==> src/rtl/bsg_pkg.sv <==
`default_nettype none
package bsg_pkg;

  // fixed field widths
  localparam int unsigned PIX_W    = 8;
  localparam int unsigned QRY_W    = 17;
  localparam int unsigned DIM_W    = 9;
  localparam int unsigned SAMPLE_W = 10;
  localparam int unsigned GRAD_W   = 9;

  // working coordinate width: covers (511 << 16) plus sign for fraction widths up to 16
  localparam int unsigned COORD_XW = 26;

  // input word function codes
  typedef enum logic {
    FN_WRITE = 1'b0,
    FN_QUERY = 1'b1
  } func_e;

  // config register indexes
  typedef enum logic [1:0] {
    CFG_WIDTH   = 2'd0,
    CFG_HEIGHT  = 2'd1,
    CFG_DEFAULT = 2'd2
  } cfg_idx_e;

  // effective image size and fill value
  typedef struct packed {
    logic [DIM_W-1:0] width;
    logic [DIM_W-1:0] height;
    logic [PIX_W-1:0] dflt;
  } dims_t;

  // one decoded word between front and back
  // xs: query, clamped x-1, clamped x+1, clamped x
  // ys: query, clamped y, clamped y-1, clamped y+1
  typedef struct packed {
    logic                           is_query;
    logic                           wr_ok;
    logic [PIX_W-1:0]               col;
    logic [PIX_W-1:0]               row;
    logic [PIX_W-1:0]               val;
    logic [3:0][COORD_XW-1:0]       xs;
    logic [3:0][COORD_XW-1:0]       ys;
  } qent_t;

endpackage
`default_nettype wire

==> src/rtl/bsg_queue.sv <==
`default_nettype none
module bsg_queue import bsg_pkg::*; #(
  parameter int DEPTH = 2
) (
  input  logic  clk_i,
  input  logic  rst_ni,
  input  logic  push_i,
  input  qent_t entry_i,
  output logic  ready_o,
  output logic  head_valid_o,
  output qent_t head_o,
  input  logic  pop_i
);

  localparam int PW = (DEPTH > 1) ? $clog2(DEPTH) : 1;
  localparam int CW = $clog2(DEPTH + 1);

  qent_t          mem_q [DEPTH];
  logic [PW-1:0]  wr_ptr_q, rd_ptr_q;
  logic [CW-1:0]  cnt_q;
  logic           do_push, do_pop;

  assign ready_o      = (cnt_q != CW'(DEPTH));
  assign head_valid_o = (cnt_q != '0);
  assign head_o       = mem_q[rd_ptr_q];
  assign do_push      = push_i && ready_o;
  assign do_pop       = pop_i && head_valid_o;

  // storage
  always_ff @(posedge clk_i) begin
    if (do_push) mem_q[wr_ptr_q] <= entry_i;
  end

  // pointers and fill count
  always_ff @(posedge clk_i or negedge rst_ni) begin
    if (!rst_ni) begin
      wr_ptr_q <= '0;
      rd_ptr_q <= '0;
      cnt_q    <= '0;
    end else begin
      if (do_push) wr_ptr_q <= (wr_ptr_q == PW'(DEPTH - 1)) ? '0 : wr_ptr_q + 1'b1;
      if (do_pop)  rd_ptr_q <= (rd_ptr_q == PW'(DEPTH - 1)) ? '0 : rd_ptr_q + 1'b1;
      if (do_push && !do_pop)      cnt_q <= cnt_q + 1'b1;
      else if (do_pop && !do_push) cnt_q <= cnt_q - 1'b1;
    end
  end

endmodule
`default_nettype wire

==> config.mk <==
export PLATFORM = sky130hd
export DESIGN_NAME = bsg_queue
export DESIGN_NICKNAME = d
export VERILOG_FILES = /design/src/rtl/bsg_pkg.sv /design/src/rtl/bsg_queue.sv
export SDC_FILE = /design/constraint.sdc
export NUM_CORES = 1
export LEC_CHECK = 0
export ABC_CLOCK_PERIOD_IN_PS = 18400
export BUFFER_PORTS_ARGS = -buffer_cell sky130_fd_sc_hd__buf_2
export CORE_AREA = 2 2 182 184
export CTS_BUF_LIST = sky130_fd_sc_hd__clkbuf_4 sky130_fd_sc_hd__clkbuf_8
export CTS_CLUSTER_DIAMETER = 80
export DETAILED_ROUTE_END_ITERATION = 16
export DIE_AREA = 0 0 184 186
export PLACE_DENSITY = 0.83
export SYNTH_ARGS = -nofsm -noshare
export SYNTH_HDL_FRONTEND = slang
export SYNTH_SLANG_ARGS = --single-unit
==> constraint.sdc <==
create_clock -name clk_i -period 18.4 [get_ports clk_i]
set_input_delay 1.84 -clock clk_i [delete_from_list [all_inputs] [get_ports clk_i]]
set_output_delay 1.84 -clock clk_i [all_outputs]
set_load 0.005 [all_outputs]
==> impl_metrics.json <==
{
  "min_path_type": "reg -> reg",
  "finalSetupTns_ns": 0,
  "p_leak_uw": 0.00863,
  "final_nets": 1517,
  "p_clk_share_pct": 24.3,
  "max_slew_margin_pct": 30.1,
  "grt_pass1_wl_mm": 51.5,
  "final.fill_count": 2082,
  "synthesis.area_sq_mm": 0.0177,
  "maxCapViolations": 0,
  "dp_hpwl_mm": 24.6,
  "pre_cts_ws_ns": 13.05,
  "synth_edf_count": 468,
  "drt_iter0_drc": 574,
  "area_growth_pct": 23.3,
  "critPathSlowestCell": "dfrtp_4",
  "swShare_pct": 27.4,
  "worstPathCellList": "buf_4 -> buf_4 -> mux2_4 -> buf_2",
  "ys_warn_count": 0,
  "drive_gt1_share_pct": 62.3,
  "rsz0062_at_grt": "no",
  "vias": 8974,
  "crit_family": "buffers and inverters",
  "synth_common_cells": "468 x edfxtp_1, 150 x mux2_4, 84 x mux2_2, 18 x buf_6, 8 x buf_2",
  "path_buf_inv": 3,
  "globalRouteTotalUtil_pct": 20.3,
  "critPathLaunchType": "register",
  "outcome": "complete, no violations",
  "antenna_found_initial": 11,
  "hold_buffers": 0,
  "yosysTopAreaCellShare_pct": 79.5,
  "switchingPower_uw": 924,
  "clock_sinks": 472,
  "grt-ovfl-total": 0,
  "viasPerCell": 5.15,
  "tightestPinTransition_ns": 1.05,
  "initial_utilization_pct": 54.9,
  "pwr-share-seq_pct": 46.4,
  "htreeDepth": 3,
  "fin_crit_ns": 5.90,
  "setup_slack_ns": 12.50,
  "synthCells": 746,
  "critPathKind": "reg -> out",
  "fmax_mhz": 170,
  "p_comb_share_pct": 29.3,
  "async_flop_share_pct": 0.847,
  "row_count": 66,
  "post_cts_buffers": 0,
  "die_x_microns": 184,
  "gp_congestion": 0.810,
  "cts_made_buffers": 73,
  "power.internal_uw": 2450,
  "finClkSkew_ns": 0.0234,
  "ys_ff_latch": 472,
  "tritoncts": "yes",
  "critical-path-max-stage-delay_ns": 1.09,
  "drv_slew": 0,
  "clockBufferDepth": 3,
  "dieArea_sq_mm": 0.0342,
  "first_global_vias": 9397,
  "core_sq_mm": 0.0322,
  "utilization_pct": 67.7,
  "setup_viol": 0,
  "synth_most_common_cell": "edfxtp_1",
  "multi_input_area_sq_mm": 0.00330,
  "vdd_ir_drop_max_mv": 0.112,
  "p_per_area_mw_per_mm2": 155,
  "post_cts_resized": 0,
  "postRouteWirelength_mm": 35.8,
  "synth.distinct_cells": 15,
  "crit_top_cell": "buf_4",
  "yosysTopAreaCell": "edfxtp_1",
  "io_buffers": 473,
  "worstPathRequired_ns": 16.56,
  "dieHeight_microns": 186,
  "hold_viol": 0,
  "first_pass_iters": 5,
  "grt_start_max_net_pins": 71,
  "synthesis.nets": 985,
  "synth_ff_type": "edfxtp_1",
  "crit_path_max_fanout": 60,
  "synth-seq-area-share_pct": 80.0,
  "critPathArrivalTime_ns": 4.06,
  "wire_per_inst_microns": 20.6,
  "insertion_delay_ns": 0.59,
  "clk_pin_slew_ns": 0.05,
  "postRouteAntennaNets": 0,
  "fin_crit_sh_pct": 32.1,
  "root_buffer": "clkbuf_8",
  "register_area_sq_mm": 0.0142,
  "endpoint_kind": "output pin",
  "ios": 474,
  "avgSynthCellArea_sq_um": 23.7,
  "netlist_top_cells_area": "edfxtp_1 79%, mux2_4 13%, mux2_2 5.3%",
  "drc_errors": 0
}
-- power by group through the flow --
stage	Clock (uW)	Sequential (uW)	Combinational (uW)
after floorplan	0	1620	672
after global placement	0	1570	981
after detailed placement	0	1590	996
after CTS	844	1570	1000
after global routing	892	1590	1060
final	821	1570	987
-- area by class of cell --
cell class	instances	area share, %
sequential	472	64.9
clock buffer	96	5.51
timing repair buffer	483	11.2
tap	408	2.34
antenna	9	0.103
multi-input combinational	247	15.1
inverter	1	0.0172
clock inverter	27	0.780
-- logic make-up (layout without fill, tap and decap cells) --
group	count (synthesis)	after routing	synth area share [%]
XOR/XNOR	5	5	0.248
other	0	9	0
AND/OR/NAND/NOR	7	7	0.191
buffers and inverters	27	607	1.39
multiplexers	234	234	18.1
adder cells (fa/ha/maj)	1	1	0.0707
flip-flops	472	472	80.0
-- layer usage --
layer,vias to the layer above,part of all wire [%],global-route usage (%)
li1,4065,-,-
met1,4336,35,22.0
met2,471,50,34.4
met3,96,11,8.32
met4,6,3.5,10.5
met5,-,0.095,0
-- registers in the layout, summed over array words and instances (netlist names) --
| register | cells |
|---|---|
| cnt_q | 2 |
| mem_q | 468 |
| rd_ptr_q | 1 |
| wr_ptr_q | 1 |
-- layout by cell type, fill, tap and decap left out --
cell        count
buf_2         473
edfxtp_1      468
mux2_4        150
mux2_2         84
clkbuf_8       77
clkbuf_4       19
clkinv_1       18
buf_4          10
diode_2         9
clkinv_2        4
xnor2_1         3
clkinvlp_4      3
dfrtp_1         3
nand2_1         2
xor2_1          2
bufinv_16       2
nand2b_1        1
inv_1           1
or2_2           1
and3_4          1
nor2_4          1
nor2_1          1
ha_1            1
dfrtp_4         1
-- worst paths after layout --
kind / from / endpoint / slack, ns / cells after the start
max: rd_ptr_q$_DFFE_PN0P_ / head_o[181] / 12.50 / 4
min: cnt_q[1]$_DFFE_PN0P_ / cnt_q[1]$_DFFE_PN0P_ / 0.52 / 1
max reg2reg: cnt_q[0]$_DFFE_PN0P_ / mem_q[1][197]$_DFFE_PP_ / 15.11 / 4
min reg2reg: cnt_q[1]$_DFFE_PN0P_ / cnt_q[1]$_DFFE_PN0P_ / 0.52 / 1
max in group asynchronous: rst_ni / rd_ptr_q$_DFFE_PN0P_ / 17.19 / 1
min in group asynchronous: rst_ni / rd_ptr_q$_DFFE_PN0P_ / 1.07 / 1
-- through the flow --
stage	instance area, sq um	std cells	total power [uW]	hold WS, ns
floorplan	17700	746	2290	0.456
global placement	20400	1611	2550	0.472
detailed placement	20400	1611	2590	0.522
CTS	21800	1734	3410	0.524
global route	21800	1741	3540	0.529
finish	21800	1743	3370	0.519
(Power assumes the default switching activity.)
