--- src/rtl/bsg_pkg.sv ---
`default_nettype none
package bsg_pkg;

  // fixed field widths
  localparam int unsigned PIX_W    = 8;
  localparam int unsigned QRY_W    = 17;
  localparam int unsigned DIM_W    = 9;
  localparam int unsigned SAMPLE_W = 10;
  localparam int unsigned GRAD_W   = 9;

  // working coordinate width: covers (511 << 16) plus sign for fraction widths up to 16
  localparam int unsigned COORD_XW = 26;

  // input word function codes
  typedef enum logic {
    FN_WRITE = 1'b0,
    FN_QUERY = 1'b1
  } func_e;

  // config register indexes
  typedef enum logic [1:0] {
    CFG_WIDTH   = 2'd0,
    CFG_HEIGHT  = 2'd1,
    CFG_DEFAULT = 2'd2
  } cfg_idx_e;

  // effective image size and fill value
  typedef struct packed {
    logic [DIM_W-1:0] width;
    logic [DIM_W-1:0] height;
    logic [PIX_W-1:0] dflt;
  } dims_t;

  // one decoded word between front and back
  // xs: query, clamped x-1, clamped x+1, clamped x
  // ys: query, clamped y, clamped y-1, clamped y+1
  typedef struct packed {
    logic                           is_query;
    logic                           wr_ok;
    logic [PIX_W-1:0]               col;
    logic [PIX_W-1:0]               row;
    logic [PIX_W-1:0]               val;
    logic [3:0][COORD_XW-1:0]       xs;
    logic [3:0][COORD_XW-1:0]       ys;
  } qent_t;

endpackage
`default_nettype wire

--- src/rtl/bsg_front.sv ---
`default_nettype none
module bsg_front import bsg_pkg::*; #(
  parameter int MAX_WIDTH  = 256,
  parameter int MAX_HEIGHT = 256,
  parameter int FRAC_BITS  = 8
) (
  input  logic                    func_i,
  input  logic [PIX_W-1:0]        pixel_col_i,
  input  logic [PIX_W-1:0]        pixel_row_i,
  input  logic [PIX_W-1:0]        pixel_value_i,
  input  logic signed [QRY_W-1:0] query_x_i,
  input  logic signed [QRY_W-1:0] query_y_i,
  input  dims_t                   dims_i,
  output qent_t                   entry_o
);

  localparam logic signed [COORD_XW-1:0] ONE = COORD_XW'(1) <<< FRAC_BITS;

  function automatic logic signed [COORD_XW-1:0] clamp_coord(
    input logic signed [COORD_XW-1:0] v,
    input logic signed [COORD_XW-1:0] hi
  );
    logic signed [COORD_XW-1:0] r;
    r = v;
    if (r < 0) r = '0;
    if (r > hi) r = hi;
    return r;
  endfunction

  logic signed [COORD_XW-1:0] qx, qy, hi_x, hi_y;

  // upper clamp bounds: (dim - 1) << frac
  assign qx   = COORD_XW'(query_x_i);
  assign qy   = COORD_XW'(query_y_i);
  assign hi_x = ($signed(COORD_XW'(dims_i.width)) <<< FRAC_BITS) - ONE;
  assign hi_y = ($signed(COORD_XW'(dims_i.height)) <<< FRAC_BITS) - ONE;

  // classify and precompute the five sample points
  always_comb begin
    entry_o          = '0;
    entry_o.is_query = (func_i == FN_QUERY);
    entry_o.wr_ok    = (int'(pixel_col_i) < MAX_WIDTH) && (int'(pixel_row_i) < MAX_HEIGHT);
    entry_o.col      = pixel_col_i;
    entry_o.row      = pixel_row_i;
    entry_o.val      = pixel_value_i;
    entry_o.xs[0]    = qx;
    entry_o.xs[1]    = clamp_coord(qx - ONE, hi_x);
    entry_o.xs[2]    = clamp_coord(qx + ONE, hi_x);
    entry_o.xs[3]    = clamp_coord(qx, hi_x);
    entry_o.ys[0]    = qy;
    entry_o.ys[1]    = clamp_coord(qy, hi_y);
    entry_o.ys[2]    = clamp_coord(qy - ONE, hi_y);
    entry_o.ys[3]    = clamp_coord(qy + ONE, hi_y);
  end

endmodule
`default_nettype wire

--- config.mk ---
export PLATFORM = sky130hd
export DESIGN_NAME = bsg_front
export DESIGN_NICKNAME = d
export VERILOG_FILES = /design/src/rtl/bsg_pkg.sv /design/src/rtl/bsg_front.sv
export SDC_FILE = /design/constraint.sdc
export NUM_CORES = 1
export LEC_CHECK = 0
export BUFFER_PORTS_ARGS = -buffer_cell sky130_fd_sc_hd__buf_4
export CAP_MARGIN = 40
export CORE_ASPECT_RATIO = 1.2
export CORE_MARGIN = 1.5
export CORE_UTILIZATION = 30
export DETAILED_ROUTE_END_ITERATION = 7
export GPL_ROUTABILITY_DRIVEN = 0
export PLACE_DENSITY = 0.61
export REMOVE_ABC_BUFFERS = 1
export SETUP_SLACK_MARGIN = 0.5
export SYNTH_ARGS = -nofsm -noshare
export SYNTH_HDL_FRONTEND = slang
export SYNTH_SLANG_ARGS = --single-unit
--- constraint.sdc ---
create_clock -name vclk -period 4.5
set_clock_uncertainty 0.05 [all_clocks]
set_input_delay 0.45 -clock vclk [all_inputs]
set_output_delay 0.45 -clock vclk [all_outputs]
set_load 0.05 [all_outputs]
==> impl_metrics.csv <==
group,metric,value,unit
final_layout,final.fill_count,1519,
power_and_ir_drop,total_power,0.00102,W
global_route,grt_antenna_before_repair,0,
final_layout,final-instance-count-excl-fill,1008,
global_route,globalRoute.totalOverflow,0,
global_route,first_pass_grt_wire_length,25.1,mm
floorplan,chipWidth,115,um
hold_path,timing.hold.worst.class,"in -> out",
detailed_routing,dr_total_vias,5223,
detailed_routing,drt_iter0_drc,171,
yosys,synth.mux.area_fraction,0.0547,
setup_path,worst_path_largest_cell_delay,520,ps
placement,placed_cells,997,
yosys,yosys.area_share.adder,0.161,
floorplan,overall_die_area,15800,um^2
timing,final-setup-viol-count,0,
power_and_ir_drop,power_density,163,nW/um^2
detailed_routing,post_drt_wl_per_cell,17.6,um
detailed_routing,firstDrtPassIters,4,
yosys,synthCells,669,
yosys,synth-compound-area-share,0.176,
floorplan,start_util,0.310,
timing,report.final.hold_viol_count,0,
setup_path,end_kind,"primary output",
floorplan,chipHeight,137,um
final_layout,sequential_cell_area,0,um^2
floorplan,core_outline_area,14500,um^2
setup_path,worst-setup-path-type,"in -> out",
placement,place.port_buffers,260,
timing,setup_total_negative_slack,0,ps
yosys,synth-seq-area-share,0,
setup_path,type_of_element_launching_the_critical_path,"primary input",
yosys,synth.yosys.warnings,0,
yosys,synth_top_family_by_area,"simple AND/OR/NAND/NOR gates",
setup_path,cpMostUsedCell,"or4_4",
setup_path,crit_path_cell_trace,"buf_6, or4_4, or4_4, xor2_4, ha_4, a21oi_2, nor2b_2, or4_4, a211oi_2, buf_4, and2_4, buf_8",
timing,rsz_0062_raised_after_global_routing,"yes",
detailed_routing,route.top_layer_used,"met4",
power_and_ir_drop,ir_drop,0.0955,mV
yosys,synth.top_cells.by_area,"buf_4, ha_1, a21oi_1",
timing,maxSlewHeadroom,0.515,
final_layout,flops_and_latches,0,
timing,final.min_clock_period,4000,ps
placement,post-dp-hpwl,14.3,mm
global_route,number_of_global_route_vias_before_repair,4702,
yosys,yosys.area.top_type,"buf_4",
setup_path,worst_path_max_delay_cell,"or4_4",
final_layout,finalNetCount,953,
final_layout,clock_buf_count,0,
yosys,yosys.area.top_type_share,0.211,
detailed_routing,post_route_ant_nets,0,
detailed_routing,route.detailed.drc,0,
floorplan,floorplan.io_pins,319,
timing,slew_violations,0,
timing,worst_slew_pin_slew,722,ps
power_and_ir_drop,p_leak,3.11,nW
final_layout,diodes,0,
detailed_routing,wl_met1,6.79,mm
detailed_routing,met3_wirelength,1.69,mm
run,timing.max_cap.violations,0,
yosys,synth_cell_type_count,57,
detailed_routing,routed-wl-met2,8.78,mm
global_route,grt.total_usage,0.201,
detailed_routing,totalWireLength,17.8,mm
final_layout,area_growth,38.9,%
global_route,grt_max_degree,40,
timing,finalCritPeriodShare,0.888,
detailed_routing,vias_per_cell,5.18,
final_layout,post_route_cells_drive_above_1_share,0.447,
run_status,status,"completed",
yosys,synthesis.area,4510,um^2
setup_path,worst-endpoint-required,4000,ps
yosys,post_synth_xor_area_fraction,0.0544,
setup_path,arrival,3500,ps
clock_network,ctsHoldBuffers,0,
yosys,yosys.area_share.simple,0.278,
yosys,synthesis.area_per_instance,6.74,um^2
floorplan,rows,48,
setup_path,crit_fanout,5,
timing,fmax,250,MHz
## cells in the mapped netlist (5+ instances only)
cell,number
buf_4,127
ha_1,58
nor2_1,55
a21oi_1,51
inv_1,41
nand2_1,38
o21ai_0,25
and2_1,23
nor3_1,21
clkbuf_1,19
mux2i_1,16
nand3_1,15
xnor2_1,15
nor4_1,14
o21a_1,14
nor3b_1,13
xor2_1,13
nand4_1,12
nor2b_1,12
nand2b_1,8
o211ai_1,8
a31o_1,7
or2_2,5
## kinds of logic after synthesis
| group | Yosys count |
|---|---|
| buf+inv | 195 |
| xor+xnor | 28 |
| mux | 23 |
| compound gates | 127 |
| fa+ha+maj | 58 |
| simple gates | 237 |
| other cells | 1 |
## cell usage in the layout (no fill, tap or decap), drive strengths merged, types with 16 or more instances in the layout
| cell | netlist | routed |
|---|---|---|
| and2 | 23 | 23 |
| o21ai | 26 | 26 |
| mux2i | 16 | 16 |
| nor3 | 21 | 21 |
| nand2 | 41 | 41 |
| a21oi | 52 | 52 |
| nor2 | 55 | 55 |
| inv | 41 | 40 |
| buf | 134 | 292 |
| ha | 58 | 58 |
## final timing paths
| kind | start | to | cells past startpoint |
|---|---|---|---|
| min | pixel_col_i[2] | entry_o[226] | 0 |
| max | dims_i[18] | entry_o[133] | 12 |
## power by group
part           internal (W)  switching, W
Combinational      0.000341      0.000678
Sequential                0             0
Clock                     0             0
Total              0.000341      0.000678
## layout make-up
type	count	area [um^2]	share of cell area
tap	200	250	0.0400
timing repair buffer	292	2290	0.366
multi-input combinational	474	3560	0.568
inverter	42	166	0.0266
## repair_timing
action,4_1_cts,5_1_grt
pin swaps,4,16
endpoints found under the setup margin,64,67
gates resized for setup,29,57
setup buffers,5,6
gates cloned,0,0
## layer usage
layer / vias to the layer above / global-route usage
li1: 2485 / -
met1: 2378 / 0.232
met2: 327 / 0.379
met3: 33 / 0.0343
met4: 0 / 0.0501
met5: - / 0.0167
## metrics by stage
| step | util | hold WS, ps | instance area (um^2) | setup WS [ps] |
|---|---|---|---|---|
| floorplan | - | 850 | 3430 | -1450 |
| global placement | 0.399 | 850 | 5790 | 19.5 |
| detailed placement | 0.399 | 850 | 5790 | -24.7 |
| CTS | 0.412 | 850 | 5980 | 437 |
| global route | 0.431 | 850 | 6260 | 389 |
| finish | 0.431 | 850 | 6260 | 503 |
## critical path, delay by kind of cell
family	cells	cell delay, ps
xor+xnor	1	290
simple gates	5	1690
compound gates	2	380
buf+inv	3	420
fa+ha+maj	1	270
Note: power is estimated with default switching activity, not from simulation.
